<file path="config.mk">
export PLATFORM = sky130hd
export DESIGN_NAME = tti_ctrl
export DESIGN_NICKNAME = d
export VERILOG_FILES = /design/src/rtl/core/tti_pkg.sv /design/src/rtl/core/tti_ctrl.sv
export SDC_FILE = /design/constraint.sdc
export NUM_CORES = 1
export LEC_CHECK = 0
export ABC_CLOCK_PERIOD_IN_PS = 1890
export BUFFER_PORTS_ARGS = -buffer_cell sky130_fd_sc_hd__buf_2
export CELL_PAD_IN_SITES_DETAIL_PLACEMENT = 1
export CELL_PAD_IN_SITES_GLOBAL_PLACEMENT = 2
export CORE_MARGIN = 8
export CORE_UTILIZATION = 31
export CTS_CLUSTER_SIZE = 20
export DETAILED_ROUTE_END_ITERATION = 16
export MAX_ROUTING_LAYER = met4
export PLACE_DENSITY = 0.79
export RECOVER_POWER = 25
export SYNTH_ARGS = -nofsm -noshare
export SYNTH_HDL_FRONTEND = slang
export SYNTH_SLANG_ARGS = --single-unit
</file>
<file path="constraint.sdc">
create_clock -name clk_i -period 1.89 [get_ports clk_i]
set_input_delay 0.378 -clock clk_i [delete_from_list [all_inputs] [get_ports clk_i]]
set_output_delay 0.378 -clock clk_i [all_outputs]
set_load 0.03 [all_outputs]
</file>
<file path="src/rtl/core/tti_pkg.sv">
package tti_pkg;

  // input operation codes
  localparam logic [1:0] OP_LOAD_BP   = 2'd0;
  localparam logic [1:0] OP_LOAD_GRID = 2'd1;
  localparam logic [1:0] OP_QUERY     = 2'd2;

  // configuration register indexes
  localparam logic [1:0] REG_POINTS_A = 2'd0;
  localparam logic [1:0] REG_POINTS_B = 2'd1;
  localparam logic [1:0] REG_POINTS_C = 2'd2;
  localparam logic [1:0] REG_DEP_CNT  = 2'd3;

  // datapath commands
  typedef enum logic [3:0] {
    CMD_NONE,
    CMD_CAPTURE,
    CMD_BP_RD,
    CMD_BP_WB,
    CMD_DIV_START,
    CMD_DIV_STEP,
    CMD_DIV_DONE,
    CMD_GRID_RD,
    CMD_GRID_WB,
    CMD_LERP_MUL,
    CMD_LERP_ADD,
    CMD_OUT
  } cmd_e;

  typedef struct packed {
    cmd_e       cmd;
    logic [1:0] axis;
    logic [2:0] corner;
    logic [2:0] lerp_idx;
    logic       col_err;
  } ctrl_t;

endpackage

</file>
<file path="src/rtl/core/tti_ctrl.sv">
module tti_ctrl (
  input  logic          clk_i,
  input  logic          rst_ni,
  input  logic          in_valid_i,
  output logic          in_ready_o,
  input  logic [1:0]    op_i,
  input  logic          col_err_i,
  input  logic          search_done_i,
  output logic          out_valid_o,
  input  logic          out_ready_i,
  output logic          out_err_o,
  output logic          out_load_o,
  output tti_pkg::ctrl_t ctrl_o
);
  import tti_pkg::*;

  localparam logic [3:0] S_IDLE   = 4'd0;
  localparam logic [3:0] S_BP_RD  = 4'd1;
  localparam logic [3:0] S_BP_WB  = 4'd2;
  localparam logic [3:0] S_DIV0   = 4'd3;
  localparam logic [3:0] S_DIVS   = 4'd4;
  localparam logic [3:0] S_DIVD   = 4'd5;
  localparam logic [3:0] S_G_RD   = 4'd6;
  localparam logic [3:0] S_G_WB   = 4'd7;
  localparam logic [3:0] S_MUL    = 4'd8;
  localparam logic [3:0] S_ADD    = 4'd9;
  localparam logic [3:0] S_OUT    = 4'd10;

  logic [3:0] state_q, state_d;
  logic [1:0] axis_q, axis_d;
  logic [2:0] cnt_q, cnt_d;
  logic [4:0] step_q, step_d;
  logic       err_q, err_d;
  logic       ov_q, ov_d;
  logic       busy;

  assign busy       = (state_q != S_IDLE);
  assign in_ready_o = !busy && !(ov_q && !out_ready_i);

  always_comb begin
    state_d = state_q;
    axis_d  = axis_q;
    cnt_d   = cnt_q;
    step_d  = step_q;
    err_d   = err_q;
    ov_d    = ov_q && !out_ready_i;
    ctrl_o  = '{cmd: CMD_NONE, axis: axis_q, corner: cnt_q, lerp_idx: cnt_q,
                col_err: err_q};
    out_load_o = 1'b0;
    case (state_q)
      S_IDLE: begin
        if (in_valid_i && in_ready_o && op_i == OP_QUERY) begin
          ctrl_o.cmd = CMD_CAPTURE;
          err_d  = col_err_i;
          axis_d = 2'd0;
          state_d = col_err_i ? S_OUT : S_BP_RD;
        end
      end
      S_BP_RD: begin
        ctrl_o.cmd = CMD_BP_RD;
        state_d = S_BP_WB;
      end
      S_BP_WB: begin
        ctrl_o.cmd = CMD_BP_WB;
        state_d = S_BP_RD;
      end
      S_DIV0: begin
        ctrl_o.cmd = CMD_DIV_START;
        step_d = '0;
        state_d = S_DIVS;
      end
      S_DIVS: begin
        ctrl_o.cmd = CMD_DIV_STEP;
        step_d = step_q + 5'd1;
        if (step_q == 5'd24) state_d = S_DIVD;
      end
      S_DIVD: begin
        ctrl_o.cmd = CMD_DIV_DONE;
        if (axis_q == 2'd2) begin
          cnt_d = '0;
          state_d = S_G_RD;
        end else begin
          axis_d = axis_q + 2'd1;
          state_d = S_BP_RD;
        end
      end
      S_G_RD: begin
        ctrl_o.cmd = CMD_GRID_RD;
        state_d = S_G_WB;
      end
      S_G_WB: begin
        ctrl_o.cmd = CMD_GRID_WB;
        cnt_d = cnt_q + 3'd1;
        state_d = (cnt_q == 3'd7) ? S_MUL : S_G_RD;
      end
      S_MUL: begin
        ctrl_o.cmd = CMD_LERP_MUL;
        state_d = S_ADD;
      end
      S_ADD: begin
        ctrl_o.cmd = CMD_LERP_ADD;
        cnt_d = cnt_q + 3'd1;
        state_d = (cnt_q == 3'd6) ? S_OUT : S_MUL;
      end
      S_OUT: begin
        if (!ov_q || out_ready_i) begin
          ctrl_o.cmd = CMD_OUT;
          out_load_o = 1'b1;
          ov_d = 1'b1;
          state_d = S_IDLE;
        end
      end
      default: state_d = S_IDLE;
    endcase
    // search completion hands off to the divider
    if (state_q == S_BP_RD && search_done_i) begin
      ctrl_o.cmd = CMD_NONE;
      state_d = S_DIV0;
    end
  end

  always_ff @(posedge clk_i or negedge rst_ni) begin
    if (!rst_ni) begin
      state_q <= S_IDLE;
      axis_q  <= '0;
      cnt_q   <= '0;
      step_q  <= '0;
      err_q   <= 1'b0;
      ov_q    <= 1'b0;
    end else begin
      state_q <= state_d;
      axis_q  <= axis_d;
      cnt_q   <= cnt_d;
      step_q  <= step_d;
      err_q   <= err_d;
      ov_q    <= ov_d;
    end
  end

  assign out_valid_o = ov_q;
  assign out_err_o   = err_q;

endmodule

</file>
== Yosys cells after proc, flatten, opt, wreduce, memory -nomap -nowiden ==
Index checks and enable logic that the tools add are counted.

* Add/subtract/negate cells: 3
* Reductions and logical operators: 20
* Equality and inequality tests: 21
* Muxes and demuxes: 23

{| class="wikitable"
|+ Operator list
! operator !! number
|-
| $pmux 4 s11 || 2
|-
| $mux 4 || 8
|-
| $eq 4x3->1 const B || 4
|-
| $eq 4x4->1 const B || 3
|-
| $pmux 5 s2 || 1
|-
| $ne 3x3->1 const B || 3
|-
| $eq 4x2->1 const B || 2
|-
| $eq 3x3->1 const B || 2
|-
| $mux 2 || 3
|-
| $mux 3 || 2
|-
| $ne 2x2->1 const B || 3
|-
| $pmux 3 s2 || 1
|-
| $reduce_and 3->1 || 2
|-
| $reduce_bool 2->1 || 3
|-
| $add 5x1->5 const B || 1
|-
| $eq 5x5->1 const B || 1
|-
| $logic_and 1x1->1 || 5
|-
| $mux 1 || 5
|-
| $eq 2x2->1 const B || 2
|-
| $eq 4x1->1 const B || 1
|-
| $logic_not 1->1 || 4
|-
| $logic_not 4->1 || 1
|-
| $pmux 2 s2 || 1
|-
| $reduce_and 2->1 || 2
|-
| other kinds (5) || 5
|}

* Output and inout port bits: 17
* Register bits after elaboration: 16
* Logic and storage cells: 73

== Depth between registers and ports, before layout ==
Gate-level depths: netlist of the first run.

* Word-level depth: 9
* Gate-level depth with buffers: 6
* Gate-level depth less buffers: 6

== Least setup slack after synthesis of the first run ==
No wires, ideal clock.

* Path type: register to output
* Start: register ov_q, in the netlist out_valid_o
* End: output ctrl_o[9] (netlist bit)
* Data required time: 1.512 ns
* Arrival time: 1.827 ns
* Cell stages (with the launch flop): 4
* Path slack: -0.315 ns
* Cells stage by stage: dfrtp_1 nor2b_1 or3_1 a211oi_1

{| class="wikitable"
|+ RTL lines
! element !! RTL line !! source
|-
| start: declaration || tti_ctrl.sv:34 || <nowiki>logic ov_q, ov_d;</nowiki>
|-
| start signal: assignment || tti_ctrl.sv:136 || <nowiki>ov_q <= ov_d;</nowiki>
|-
| end: declaration || tti_ctrl.sv:13 || <nowiki>output tti_pkg::ctrl_t ctrl_o</nowiki>
|}

==> results of run 1 <==
stage by stage:
| stage | std cells | hold slack [ns] | setup TNS, ns |
|---|---|---|---|
| floorplan | 128 | 0.0824 | 0 |
| global placement | 196 | 0.319 | 0 |
| detailed placement | 196 | 0.329 | 0 |
| CTS | 204 | 0.00770 | -0.108 |
| global route | 211 | 0.272 | -0.143 |
| finish | 211 | 0.206 | -0.0331 |
worst register-to-register path, cell delays in order, from the launching register on:
cell and delay (ns):
dfrtp_1 0.39, nor2b_4 0.13, buf_4 0.14, o31ai_1 0.46, o21ai_1 0.19, a22o_1 0.27
layout by cell type, fill, tap and decap left out, drive strengths merged, types with 3 or more instances in the layout:
cell,count
mux2i,3
buf,41
o21ai,15
nand2,13
clkbuf,4
inv,6
nor2b,4
nand2b,4
a21oi,6
ha,6
nor2,12
a22o,3
nand3,7
dfrtp,16
area by class of cell:
cell class | count | area (um2) | area share (%)
timing repair buffer | 42 | 284 | 19.2
clock buffer | 3 | 22.5 | 1.52
inverter | 6 | 22.5 | 1.52
sequential | 16 | 408 | 27.6
tap | 48 | 60.1 | 4.06
multi-input combinational | 96 | 683 | 46.2
state kept, by name (all words and copies together), names as in the netlist:
register	flops
cnt_q	3
axis_q	2
step_q	5
state_q	4
out_valid_o	1
out_err_o	1
kinds of logic (layout without fill, tap and decap cells):
kind of cell	Yosys count	after routing	synth area share [%]
AOI/OAI and AO/OA	31	31	17.4
xor gates and xnor gates	2	2	1.56
adders and majority gates	6	6	6.69
buffers and inverters	16	51	7.80
DFF	16	16	35.7
muxes	5	5	4.68
and+or+nand+nor	52	52	26.2
path summary, 6_finish.rpt:
path | from | end | slack, ns | depth (start not counted)
setup / recovery | out_valid_o$_DFF_PN0_ | ctrl_o[9] | -0.03 | 4
hold / removal | rst_ni | step_q[2]$_DFFE_PN0P_ | 0.21 | 1
setup reg to reg | out_valid_o$_DFF_PN0_ | axis_q[1]$_DFFE_PN0P_ | 0.21 | 5
hold reg to reg | step_q[4]$_DFFE_PN0P_ | step_q[4]$_DFFE_PN0P_ | 0.49 | 1
max in group asynchronous | rst_ni | state_q[2]$_DFFE_PN0P_ | 1.01 | 1
min in group clk_i | col_err_i | out_err_o$_DFFE_PN0P_ | 0.40 | 2
where the power goes:
part	internal, mW	total (mW)	leakage, nW	switching (mW)
Clock	0.0739	0.182	0.0138	0.108
Combinational	0.683	1.63	0.483	0.946
Sequential	0.467	0.633	0.205	0.167
Total	1.22	2.44	0.702	1.22
per-layer routing:
layer  up-vias  GRT usage, %  wire, um
met5         -             -         0
met4         0          4.04        34
met3         4          2.48        82
met2        12          18.5      1590
met1       527          12.2      1360
li1        522             -         -
timing repair:
| action | 4_1_cts | 5_1_grt |
|---|---|---|
| buffers inserted | 5 | 7 |
| pin swaps | 2 | 7 |
| resized for setup | 13 | 10 |
| endpoints found under the setup margin | 5 | 5 |
==> flow_summary.ini, run 1 <==
[sta]
worst_slack_ns = -0.0331
hold_viol_final = 0
rsz0062_at_grt = yes
slew_headroom_pct = 37.3
tightest_slew_ns = 0.940
fin_skew_ns = 0.00200
final_max_slew_viol_count = 0
min_period_over_period_pct = 102
finalSetupViolations = 1
max_freq_mhz = 520
layout_min_cycle_time_ns = 1.92

[placed_design]
portBuffers = 24
hpwl_um = 2180
dpl_cell_area_mm2 = 0.00129
dp_slack_ns = 0.0877
gp_routability_congestion = 0.831

[route]
drc = 0
wire_per_inst_um = 14.5
detail-route-antenna-nets = 0
vias = 1065
drt-total-wl_um = 3060
firstDrtPassIters = 4
drt_iter0_drc = 37
vias_per_cell = 5.05

[global_route]
grt_pass1_wl_um = 5220
grt_usage_pct = 10.9
grt_max_degree = 17
grt_overflow = 0
grt_pass1_vias = 1102
antenna_found_initial = 0

[synthesis]
async_flop_share_pct = 100
avgSynthCellArea_um2 = 8.77
yosysMostFrequentCell = dfrtp_1
ys_warn_count = 0
synth-seq-area-share_pct = 35.7
ys_top_cells_by_count = dfrtp_1 (16), nand2_1 (13), nor2_1 (11)
synth_top_area_share_pct = 35.7
synth_nets = 142
synth_enable_flop_cells = 0
dominantRegCellSynth = dfrtp_1
synth_seq_cells = 16
yosysUniqueCellTypes = 39
synthTopCellsByArea = dfrtp_1 (36%), ha_1 (6.7%), nand2_1 (4.3%), o21ai_1 (4.0%), buf_4 (4.0%)
syn-cell-area_mm2 = 0.00112
synth_top_area_cell = dfrtp_1
synth_cells = 128

[floorplan]
die-height_um = 76.2
dieArea_mm2 = 0.00580
start_util_pct = 31.4
die_x_um = 76.2
core_region_area_mm2 = 0.00358
ioPinCount = 25
rows = 22

[clocking]
cts_buffers = 3
hold_buffers = 0
htree_levels = 1
cts_tree = built
cts-root-buf = clkbuf_4
path_clk_slew_ns = 0.09
insertion_delay_ns = 0.28
cts.sinks = 16
cts_buffer_depth = 2

[finish]
design_area_mm2 = 0.00148
drive_above_1_share_pct = 38.0
fillerInstances = 432
finalNetCount = 179
area_growth_pct = 31.9
insertedDiodeCount = 0
utilization_pct = 41.4

[worst_setup_path]
cp_slowest_cell = dfrtp_1
crit_family = simple AND/OR/NAND/NOR gates
cp_slowest_stage_delay_ns = 0.39
startpoint_type = register
crit_type = reg -> out
cp.required_ns = 1.51
path_cells = nor2b_4 > or3_4 > a211oi_4 > buf_6
cp_max_fo = 2
crit_arrival_ns = 1.55
endpoint_kind = primary output
path_buf_inv = 1

[run_status]
status = complete, but fails checks
failed_checks = setup timing

[power_and_ir_drop]
p_total_mw = 2.44
vdd_drop_max_uv = 431
power.leakage_nw = 0.702
power_density_mw_per_mm2 = 1650

[worst_hold_path]
hold_class = in -> async

[run]
drv_cap = 0
(Power assumes the default switching activity.)
==> run 2: changes to the inputs <==
- ABC_AREA: unset -> 1
- CORE_UTILIZATION: 31 -> 28
==> flow_summary.ini, run 2 <==
[worst_setup_path]
cp_slowest_cell = dfrtp_2
worstReg2RegEnd = state_q[3]$_DFFE_PN0P_
cp.required_ns = 1.51
crit_type = reg -> out
crit_arrival_ns = 1.49
cp_max_fo = 4
reg2reg_from = state_q[3]$_DFFE_PN0P_
startpoint_type = register
path_buf_inv = 2
crit_family = flip-flops
cp_slowest_stage_delay_ns = 0.45
critPathLaunch = state_q[2]$_DFFE_PN0P_
path_cells = inv_4 > nand2_1 > nor3_2 > nand2_2 > a21boi_2 > buf_6
reg2regPathDepth = 9
ff2ff_setup_slack_ns = 0.43
endpoint_kind = primary output

[route]
vias = 1120
drt_iter0_drc = 15
vias_per_cell = 4.69
wire_per_inst_um = 13.1
firstDrtPassIters = 4
drt-total-wl_um = 3140
detail-route-antenna-nets = 0
drc = 0

[sta]
layout_min_cycle_time_ns = 1.87
max_freq_mhz = 535
slew_headroom_pct = 38.9
min_period_over_period_pct = 98.9
fin_skew_ns = 0.00360
tightest_slew_ns = 0.916
final_max_slew_viol_count = 0
rsz0062_at_grt = yes
hold_viol_final = 0
hold_ws_ns = 0.234
finalSetupViolations = 0

[synthesis]
ys_warn_count = 0
synth_cells = 157
syn-cell-area_mm2 = 0.00109
synth-seq-area-share_pct = 36.8
synth_enable_flop_cells = 0
yosysUniqueCellTypes = 22
yosysMostFrequentCell = nand2_1
synth_top_area_share_pct = 36.8
synth_seq_cells = 16
ys_top_cells_by_count = nand2_1 (48), inv_1 (25), dfrtp_1 (16), nor2_1 (16), nand3_1 (14)
synth_top_area_cell = dfrtp_1
synth_nets = 171
async_flop_share_pct = 100
avgSynthCellArea_um2 = 6.93
dominantRegCellSynth = dfrtp_1
synthTopCellsByArea = dfrtp_1 (37%), nand2_1 (17%), inv_1 (8.6%), ha_1 (6.9%), nand3_1 (6.4%)

[finish]
mostFrequentLayoutCells = nand2_1 (46), inv_1 (24), buf_2 (20), nand3_1 (14), nor2_1 (13)
insertedDiodeCount = 0
multiInputGateArea_um2 = 581
finalNonFillerCells = 239
final_common_cell = nand2_1
largestRegisters = step_q (5), state_q (4), cnt_q (3)
regArea_um2 = 405
top_register = step_q
area_growth_pct = 29.3
fillerInstances = 488
finalNetCount = 206
largest_reg_flops = 5
utilization_pct = 38.1
drive_above_1_share_pct = 28.8

[global_route]
grt_max_degree = 17
grt_overflow = 0
grt_usage_pct = 11.0
antenna_found_initial = 0
grt_pass1_wl_um = 5400
grt_pass1_vias = 1203

[clocking]
cts_buffers = 3
cts-root-buf = clkbuf_8
cts_buffer_depth = 2
htree_levels = 1
hold_buffers = 0
path_clk_slew_ns = 0.06
insertion_delay_ns = 0.25
cts_tree = built
cts.sinks = 16

[placed_design]
gp_routability_congestion = 0.854
dpl.cell_count = 228
portBuffers = 24
hpwl_um = 2510

[floorplan]
die_x_um = 78.3
core_region_area_mm2 = 0.00369
dieArea_mm2 = 0.00613
ioPinCount = 25
die-height_um = 78.3
rows = 22
start_util_pct = 29.5

[power_and_ir_drop]
p_total_mw = 2.31
power.leakage_nw = 0.810
power_density_mw_per_mm2 = 1650
vdd_drop_max_uv = 853

[worst_hold_path]
hold_class = in -> async

[run]
drv_cap = 0

[run_status]
status = finished clean
-- run 2: changes by cell type after synthesis, moves of 4 or more --
cell / change
nand2b_1: -4
inv_1: +19
nand2_1: +35
buf_2: -4
nand3_1: +7
nor2b_1: -4
o21ai_1: -8
nor2_1: +5
-- run 2: cell families after synthesis --
| family | after synthesis | share of synthesized area (%) |
|---|---|---|
| AOI/OAI and AO/OA | 15 | 7.48 |
| xor gates and xnor gates | 1 | 0.806 |
| DFF | 16 | 36.8 |
| and+or+nand+nor | 89 | 36.2 |
| adders and majority gates | 6 | 6.90 |
| buffers and inverters | 30 | 11.7 |
-- run 2: power breakdown --
part           switching (mW)  leakage [nW]  internal, mW
Sequential              0.144         0.208         0.459
Combinational           0.918         0.574         0.482
Clock                   0.126        0.0288         0.185
-- run 2: per-layer routing --
metal	track usage, %	vias up	wire length (um)
li1	-	554	-
met1	12.7	543	1440
met2	18.2	18	1550
met3	2.39	5	93
met4	4.44	0	51
met5	-	-	0
-- run 2: layout make-up --
class	count	area share, %
Multi-Input combinational cell	111	41.3
Sequential cell	16	28.8
Timing Repair Buffer	34	14.6
Inverter	26	7.12
Tap cell	48	4.27
Clock buffer	4	3.91
-- run 2: worst reg2reg max path: stages (launching register included) --
cell	delay, ns
dfrtp_2	0.45
buf_4	0.15
inv_2	0.06
nor2_1	0.05
buf_4	0.14
nand3_1	0.13
nand2_1	0.08
nor2_1	0.19
nand2_1	0.07
nand2_1	0.06
-- run 2: repair_timing --
item	4_1_cts	5_1_grt
gates resized for setup	12	6
setup buffers	3	4
endpoints found under the setup margin	4	4
pin swaps	2	4
-- run 2: through the flow --
stage | cell area (um2) | setup TNS (ns) | setup WS (ns)
detailed placement | 1260 | 0 | 0.0443
global placement | 1260 | 0 | 0.219
global route | 1410 | -0.0915 | -0.0682
CTS | 1370 | -0.00304 | -0.00304
floorplan | 1090 | 0 | 0.00560
finish | 1410 | 0 | 0.0198
-- run 2: worst max-delay path by stage --
| stage | end | slack (ns) | depth (start not counted) |
|---|---|---|---|
| CTS | ctrl_o[10] | -0.003 | 6 |
| global route | ctrl_o[10] | -0.07 | 6 |
| detailed placement | ctrl_o[10] | 0.04 | 5 |
| global placement | ctrl_o[9] | 0.22 | 6 |
| finish | ctrl_o[10] | 0.02 | 6 |
| floorplan | ctrl_o[9] | 0.006 | 5 |
==> run 3: changes to the inputs <==
- ABC_CLOCK_PERIOD_IN_PS: 1890 -> 1500
- CAP_MARGIN: unset -> 20
- CORE_UTILIZATION: 28 -> 26
- PLACE_DENSITY: 0.79 -> 0.77
- SLEW_MARGIN: unset -> 10
- clock period: 1.89 -> 1.5 ns (I/O delays scaled with it)
==> flow_summary.ini, run 3 (synthesis gave the netlist of run 2 again) <==
[run_status]
status = complete, but fails checks
failed_checks = setup timing

[clocking]
insertion_delay_ns = 0.25
cts.sinks = 16
cts_tree = built
path_clk_slew_ns = 0.07
cts-root-buf = clkbuf_8
cts_buffers = 3
cts_buffer_depth = 2
htree_levels = 1

[placed_design]
gp_routability_congestion = 0.845
hpwl_um = 2810
portBuffers = 24
dpl_cell_area_mm2 = 0.00143
dpl.cell_count = 245

[sta]
max_freq_mhz = 591
worst_slack_ns = -0.192
fin_skew_ns = 0.00747
finalSetupViolations = 6
tightest_slew_ns = 0.962
hold_ws_ns = 0.355
hold_viol_final = 0
rsz0062_at_grt = yes
slew_headroom_pct = 35.9
finalSetupTns_ns = -0.869
final_max_slew_viol_count = 0
min_period_over_period_pct = 113
layout_min_cycle_time_ns = 1.69

[worst_setup_path]
critPathLaunch = state_q[2]$_DFFE_PN0P_
startpoint_type = register
cp_max_fo = 4
reg2reg_from = state_q[2]$_DFFE_PN0P_
endpoint_kind = primary output
worstReg2RegEnd = state_q[0]$_DFFE_PN0P_
crit_type = reg -> out
ff2ff_setup_slack_ns = 0.02
cp.required_ns = 1.20
reg2regPathDepth = 9
crit_arrival_ns = 1.39

[finish]
top_register = step_q
finalNetCount = 222
insertedDiodeCount = 0
area_growth_pct = 55.6
finalNonFillerCells = 257
largestRegisters = step_q (5), state_q (4), cnt_q (3)
fillerInstances = 498
drive_above_1_share_pct = 44.9
mostFrequentLayoutCells = nand2_1 (37), buf_4 (21), inv_1 (20), buf_2 (17), dfrtp_1 (12)
final_common_cell = nand2_1
largest_reg_flops = 5
design_area_mm2 = 0.00169

[worst_hold_path]
min_from = col_err_i
hold_class = in -> reg
whs_path_depth = 3
hold_end = out_err_o$_DFFE_PN0P_

[route]
detail-route-antenna-nets = 0
drt_iter0_drc = 41
vias = 1158
drc = 0
vias_per_cell = 4.51
wire_per_inst_um = 13.9
firstDrtPassIters = 3
drt-total-wl_um = 3560

[global_route]
grt_pass1_vias = 1311
grt_usage_pct = 11.9
grt_max_degree = 17
antenna_found_initial = 0
grt_overflow = 0
grt_pass1_wl_um = 6010

[floorplan]
core_region_area_mm2 = 0.00400
die_x_um = 80.7
rows = 23
die-height_um = 80.7
dieArea_mm2 = 0.00651
ioPinCount = 25
start_util_pct = 27.2

[power_and_ir_drop]
p_int_mw = 1.81
power.leakage_nw = 0.925
power_density_mw_per_mm2 = 2120
vdd_drop_max_uv = 760
p_seq_share_pct = 21.1
p_total_mw = 3.58
netSwitchingPower_mw = 1.77
clock_power_share_pct = 9.5
comb_power_share_pct = 69.4
switching_share_pct = 49.4

[run]
drv_cap = 0
[run 3: per-stage QoR]
stage	setup slack, ns	util (%)
after floorplan	-0.0847	-
after global placement	-0.00769	35.8
after detailed placement	-0.0665	35.8
after CTS	-0.299	39.2
after global routing	-0.282	42.3
final	-0.192	42.3
[run 3: final cells by class]
type	instances	area, um2	area share [%]
inverter	26	97.6	5.77
sequential	16	405	24.0
timing repair buffer	50	369	21.8
tap	50	62.6	3.70
multi-input combinational	111	712	42.1
clock buffer	4	45.0	2.66
[run 3: how the worst max path moves through the flow]
stage                 endpoint  cells after the start  slack, ns
finish               ctrl_o[9]                      7      -0.19
global route        ctrl_o[10]                      6      -0.28
CTS                 ctrl_o[10]                      6      -0.30
detailed placement  ctrl_o[10]                      6      -0.07
global placement    ctrl_o[10]                      5     -0.008
floorplan            ctrl_o[9]                      5      -0.08
[run 3: repair_timing]
action                                  4_1_cts  5_1_grt
endpoints found under the setup margin        6       16
cloned                                        0        0
hold buffers                                  1        0
pin swaps                                     6       13
gates resized for setup                      19       34
buffers inserted                              4        4
endpoints found under the hold margin        16        0
[run 3: routing by layer]
layer | up-vias | routed length, um | global-route usage (%)
li1 | 590 | - | -
met1 | 552 | 1600 | 14.3
met5 | - | 0 | -
met2 | 12 | 1870 | 19.9
met4 | 0 | 27 | 4.29
met3 | 4 | 62 | 1.34
[run 3: power groups by stage]
stage / Clock, mW / Combinational (mW) / Sequential (mW)
finish: 0.340 / 2.49 / 0.754
global route: 0.373 / 2.70 / 0.785
CTS: 0.358 / 2.23 / 0.736
detailed placement: 0 / 1.96 / 0.753
global placement: 0 / 1.91 / 0.735
floorplan: 0 / 1.16 / 0.853
[run 3: worst max-delay path, stage by stage, from the launching register on]
cell and delay [ns]:
dfrtp_2 0.43, buf_6 0.13, nor2_4 0.10, nand2_2 0.09, nor2_4 0.13, nand2_2 0.08, nand3_4 0.07, buf_6 0.13
